[src/rtl/dc_pkg.sv]
// Shared types and constants for the density clustering block.
// No dependencies; every other file but dc_ram imports this package.
package dc_pkg;

    // Coordinate width of the command word
    localparam int COORD_BITS = 16;

    // Command codes
    typedef enum logic [1:0] {
        CMD_LOAD  = 2'd0,
        CMD_RUN   = 2'd1,
        CMD_READ  = 2'd2,
        CMD_CLEAR = 2'd3
    } cmd_e;

    // Configuration register indexes
    localparam logic [1:0] CFG_EPS  = 2'd0;
    localparam logic [1:0] CFG_MINN = 2'd1;
    localparam logic [1:0] CFG_DIMS = 2'd2;

    // Label value for noise and unknown points
    localparam logic signed [10:0] LABEL_NONE = -11'sd1;

    // Command word
    typedef struct packed {
        logic [1:0]                   command;
        logic signed [COORD_BITS-1:0] coord_x;
        logic signed [COORD_BITS-1:0] coord_y;
        logic signed [COORD_BITS-1:0] coord_z;
        logic [9:0]                   point_index;
    } item_t;

    // Response word
    typedef struct packed {
        logic signed [10:0] cluster_label;
        logic [10:0]        cluster_count;
        logic [10:0]        stored_points;
        logic               overflow;
    } result_t;

    // Status of the distance pipeline
    typedef struct packed {
        logic valid;
        logic near;
        logic active;
    } pipe_ctl_t;

endpackage

[src/rtl/dc_dist_pipe.sv]
// Three-stage squared distance pipeline: abs differences, squares, sum and compare.
// Depends on dc_pkg.
module dc_dist_pipe #(
    parameter int AW = 10,
    parameter int SW = 14
) (
    input  logic                               clk,
    input  logic                               rst_n,
    input  logic                               in_valid,
    input  logic [AW-1:0]                      in_idx,
    input  logic [SW-1:0]                      in_stat,
    input  logic [3*dc_pkg::COORD_BITS-1:0]    in_coord,
    input  logic [3*dc_pkg::COORD_BITS-1:0]    p_coord,
    input  logic                               dims3,
    input  logic [31:0]                        eps2,
    output dc_pkg::pipe_ctl_t                  ctl,
    output logic [AW-1:0]                      out_idx,
    output logic [SW-1:0]                      out_stat
);
    import dc_pkg::*;

    localparam int CB    = COORD_BITS;
    localparam int SUM_W = 2 * CB + 2;

    logic          vb_reg, vc_reg, vd_reg;
    logic [AW-1:0] ib_reg, ic_reg, id_reg;
    logic [SW-1:0] sb_reg, sc_reg, sd_reg;
    logic [CB-1:0] ad_reg [3];
    logic [2*CB-1:0] sq_reg [3];
    logic          near_reg;
    logic [CB-1:0] ad_next [3];
    logic [SUM_W-1:0] sum;

    // Absolute difference per axis; z drops out in 2D
    always_comb
    begin
        logic signed [CB:0] d;
        for (int k = 0; k < 3; k++)
        begin
            d = $signed({in_coord[(3-k)*CB-1], in_coord[(3-k)*CB-1 -: CB]})
                - $signed({p_coord[(3-k)*CB-1], p_coord[(3-k)*CB-1 -: CB]});
            ad_next[k] = d[CB] ? CB'(-d) : d[CB-1:0];
        end
        if (!dims3)
        begin
            ad_next[2] = '0;
        end
    end

    assign sum = SUM_W'(sq_reg[0]) + SUM_W'(sq_reg[1]) + SUM_W'(sq_reg[2]);

    // Stage valid bits
    always_ff @(posedge clk or negedge rst_n)
    begin
        if (!rst_n)
        begin
            vb_reg <= 1'b0;
            vc_reg <= 1'b0;
            vd_reg <= 1'b0;
        end
        else
        begin
            vb_reg <= in_valid;
            vc_reg <= vb_reg;
            vd_reg <= vc_reg;
        end
    end

    // Stage payload
    always_ff @(posedge clk)
    begin
        ib_reg   <= in_idx;
        sb_reg   <= in_stat;
        ad_reg   <= ad_next;
        ic_reg   <= ib_reg;
        sc_reg   <= sb_reg;
        for (int k = 0; k < 3; k++)
        begin
            sq_reg[k] <= ad_reg[k] * ad_reg[k];
        end
        id_reg   <= ic_reg;
        sd_reg   <= sc_reg;
        near_reg <= sum < SUM_W'(eps2);
    end

    assign ctl.valid  = vd_reg;
    assign ctl.near   = near_reg;
    assign ctl.active = vb_reg | vc_reg | vd_reg;
    assign out_idx    = id_reg;
    assign out_stat   = sd_reg;
endmodule

[config.mk]
export PLATFORM = sky130hd
export DESIGN_NAME = dc_dist_pipe
export DESIGN_NICKNAME = d
export VERILOG_FILES = /design/src/rtl/dc_pkg.sv /design/src/rtl/dc_dist_pipe.sv
export SDC_FILE = /design/constraint.sdc
export NUM_CORES = 2
export LEC_CHECK = 0
export CORE_ASPECT_RATIO = 0.75
export CORE_UTILIZATION = 60
export DETAILED_ROUTE_END_ITERATION = 12
export DONT_BUFFER_PORTS = 1
export PLACE_DENSITY = 0.76
export SLEW_MARGIN = 20
export SYNTH_ARGS = -nofsm -noshare
export SYNTH_HDL_FRONTEND = slang
export SYNTH_SLANG_ARGS = --single-unit
[constraint.sdc]
create_clock -name clk -period 7.85 [get_ports clk]
set_input_delay 0.3925 -clock clk [delete_from_list [all_inputs] [get_ports clk]]
set_output_delay 0.3925 -clock clk [all_outputs]
set_load 0.01 [all_outputs]
# --- Word level (Yosys, flattened, before mapping) ---
# Memory sizes are Yosys's and may differ from the RTL's.
# Index checks and enable logic that the tools add are counted.
# Widths: inputs -> output; s select.
classes:
  muxes: 3
  magnitude_cmp: 1
  n_mul: 3
  bitwise_logic: 2
  add_sub_neg: 8
ops:
  columns: ["operator", "count"]
  rows:
  - ["$mul 16x16->32", 3]
  - ["$sub 16x16->17", 3]
  - ["$mux 16", 3]
  - ["$neg 16->16", 3]
  - ["$add 33x32->34", 1]
  - ["$lt 34x32->1", 1]
  - ["$add 32x32->33", 1]
  - ["$or 1x1->1", 2]
totals:
  ram_bits: 96
  memories: 1
  regBits: 124
  out_inout_bits: 27
  wordCells: 31
memory_table:
  columns: ["memory", "words", "word_bits", "read_ports", "rd_ports_with_merged_regs", "write_ports", "line", "source"]
  rows:
  - ["sq_reg", 3, 32, 3, 0, 3, "dc_dist_pipe.sv:29", "logic [2*CB-1:0] sq_reg [3];"]

# --- Logic depth before layout (Yosys ltp) ---
logic_depth:
  depth_word: 3
  depth_mapped: 26

# --- Worst setup path after synthesis ---
# OpenSTA, ideal clock, no wires.
synth_path:
  path_kind: "register to register"
  startpoint: "register ad_reg[1] in the netlist's numbering"
  endpoint: "memory sq_reg[0][92] in the netlist's numbering"
  t_arrival_ns: 6.365
  setup_slack_ns: 1.413
  path_stages_with_launch: 27
  t_required_ns: 7.778
  cell_sequence: "dfxtp_1 clkbuf_1 clkbuf_1 and2_1 fa_1 inv_1 fa_1 inv_1 fa_1 inv_1 fa_1 inv_1 fa_1 inv_1 fa_1 inv_1 ha_1 a211oi_1 o21ai_0 a2111oi_1 nand3_1 a41oi_1 o21ai_1 a41o_1 a21o_1 a21oi_1 xnor2_1"
synth_lines:
  columns: ["element", "line", "source"]
  rows:
  - ["start, declared", "dc_dist_pipe.sv:28", "logic [CB-1:0] ad_reg [3];"]
  - ["start signal, assigned", "dc_dist_pipe.sv:74", "ad_reg <= ad_next;"]
  - ["end, declared", "dc_dist_pipe.sv:29", null]

==> flow_metrics.py <==
metrics = {
    "global_route": {
        "overflow": 0,
        "antenna_found_initial": 0,
        "grt_use_total": 0.258,
        "grt_pass1_wl_um": 114000,
        "grt_max_degree": 21,
        "grt_pass1_vias": 23017,
    },
    "critical_path": {
        "critPathRequiredTime_ps": 8330,
        "startpoint_type": "register",
        "critical_path_class": "reg -> reg",
        "ff2ff_setup_slack_ps": 790,
        "r2r_cells": 23,
        "end_kind": "register",
        "cp.arrival_ps": 7540,
        "r2r_end": "sq_reg[0][92]",
        "crit_fanout": 14,
        "r2r-start": "ad_reg[10]",
    },
    "floorplan": {
        "rows": 73,
        "die_h_um": 203,
        "die_area_um2": 54700,
        "start_util": 0.608,
        "pin_count": 183,
        "core_um2": 53100,
        "fp.dieW_um": 270,
    },
    "layout": {
        "drive_gt1_frac": 0.0312,
        "diodes": 0,
        "largest_reg_flops": 93,
        "fin_nets": 4658,
        "nFillCells": 4410,
        "syn_to_final_growth_pct": 5.85,
    },
    "synth": {
        "yosys.area.top_type_share": 0.323,
        "synth_area_um2": 32300,
        "yosysTopAreaCell": "fa_1",
        "synth-edff-count": 0,
        "yosys_most_used_dff": "dfxtp_1",
        "synth-seq-cells": 217,
        "yosys_warnings": 0,
        "async_flop_share": 0.0138,
        "ys_seq_area_frac": 0.135,
        "syn-instance-count": 3560,
        "synth.distinct_cells": 86,
        "synth_area_leaders": "fa_1 32%, ha_1 16%, dfxtp_1 13%",
        "avgSynthCellArea_um2": 9.06,
    },
    "hold_path": {
        "min-delay-start": "p_coord[32]",
        "hp-class": "in -> reg",
        "hold_depth": 2,
        "holdPathEnd": "ad_reg[32]",
    },
    "sta": {
        "skew_ps": 13.7,
        "setup_viol": 0,
        "hold_viol_final": 0,
        "worst-slew-pin-transition_ps": 1010,
        "finalSetupTns_ps": 0,
        "rsz0062_at_grt": "false",
        "drv_slew": 0,
        "slew_headroom": 0.326,
        "timing.final.crit_share": 0.899,
        "fmax_ghz": 0.142,
        "fin_crit_ps": 7060,
    },
    "route": {
        "drtAntennaViolNets": 0,
        "finalWirelength_um": 68300,
        "dr.pass1.iters": 7,
        "via_per_inst": 5.34,
        "drcViolationCount": 0,
        "vias": 22946,
        "drt-initial-drc-count": 1393,
        "wl_per_cell_um": 15.9,
    },
    "clock_tree": {
        "cts_buffers": 25,
        "cts_sinks": 217,
        "clockBufferDepth": 3,
        "clk_pin_slew_worst_paths_ps": 70,
        "clk_latency_ps": 560,
        "h-tree-depth": 1,
        "cts-root-buf": "clkbuf_16",
        "post_cts_resize_count": 0,
        "cts_tree": "done",
    },
    "outcome": {
        "status": "completed",
    },
    "placement": {
        "place_congestion": 0.901,
        "io_buffers": 0,
        "place_hpwl_um": 57800,
    },
    "flow_run": {
        "maxCapViolCount": 0,
    },
}
through the flow:
stage	cell area, um2	setup WS (ps)	hold WS [ps]	std cells	utilization
finish	34200	789	58.7	4297	0.644
global route	34200	270	75.7	4297	0.644
CTS	34100	857	29.0	4297	0.644
detailed placement	33000	896	97.0	4224	0.623
global placement	33000	1070	97.0	4224	0.623
floorplan	32300	1410	96.9	3561	-
cells in the final DEF (no fill, tap or decap), drive strengths merged, types with 31 or more instances in the layout:
cell type	instances
inv	879
fa	521
ha	415
nand2	292
dfxtp	214
xnor2	155
nor2	153
a21oi	141
and2	132
o21ai	87
a21o	63
xor2	45
nor3	42
nand3	36
nor2b	34
nand2b	31
worst max-delay path, cell delays in order, from the launching register on:
cell	delay (ps)
dfxtp_1	660
inv_1	220
nor2_1	240
inv_1	90
fa_1	500
inv_1	50
fa_1	520
inv_1	50
fa_1	480
fa_1	560
fa_1	440
fa_1	500
inv_1	40
ha_1	200
a211oi_1	220
o21ai_0	150
a2111oi_1	680
nand3_1	200
a41oi_1	300
o21ai_1	110
a41o_1	280
a21o_1	180
a21oi_1	160
xnor2_1	140
kinds of logic after synthesis:
| kind of cell | after synthesis | share of synthesized area |
|---|---|---|
| XOR/XNOR | 200 | 0.0543 |
| buffers and inverters | 940 | 0.110 |
| adder cells (fa/ha/maj) | 936 | 0.484 |
| AND/OR/NAND/NOR | 805 | 0.121 |
| AO/OA/AOI/OAI | 451 | 0.0923 |
| multiplexers | 9 | 0.00299 |
| flip-flops | 217 | 0.135 |
| other | 2 | 0.000233 |
metal layers:
layer | GRT usage | vias to the layer above | part of all wire
li1 | - | 11055 | -
met5 | 0 | - | 0
met1 | 0.388 | 11119 | 0.48
met4 | 0.0491 | 0 | 0.019
met2 | 0.400 | 696 | 0.44
met3 | 0.0360 | 76 | 0.066
Yosys cell counts (42+ instances only):
library cell and count:
and2_1 132, nor2_1 153, dfxtp_1 214, nand2_1 292, nor3_1 42, clkbuf_1 65, o21ai_0 84, ha_1 415
a21o_1 63, xnor2_1 155, fa_1 521, a21oi_1 141, inv_1 871, xor2_1 45
worst max path at each step:
| stage | cells after the start | start | slack [ps] | end |
|---|---|---|---|---|
| floorplan | 26 | ad_reg[1] | 1410 | sq_reg[0][92] |
| global placement | 22 | ad_reg[2] | 1070 | sq_reg[0][95] |
| global route | 23 | ad_reg[2] | 270 | sq_reg[0][92] |
| detailed placement | 23 | ad_reg[10] | 900 | sq_reg[0][92] |
| finish | 23 | ad_reg[10] | 790 | sq_reg[0][92] |
| CTS | 23 | ad_reg[10] | 860 | sq_reg[0][92] |
what timing repair did:
action / in CTS / in global routing
endpoints found under the hold margin: 44 / 0
hold buffers: 27 / 0
buffers inserted: 0 / 0
area by class of cell:
type | count | area (um2) | share of cell area
Tap cell | 712 | 891 | 0.0261
Inverter | 871 | 3270 | 0.0957
Clock buffer | 28 | 647 | 0.0189
Clock inverter | 18 | 189 | 0.00553
Timing Repair Buffer | 47 | 420 | 0.0123
Multi-Input combinational cell | 2404 | 24400 | 0.714
Sequential cell | 217 | 4360 | 0.128
Power is left out: the tool's default activity adds up to more than one toggle a clock period on the data nets, which glitch-free logic cannot reach.
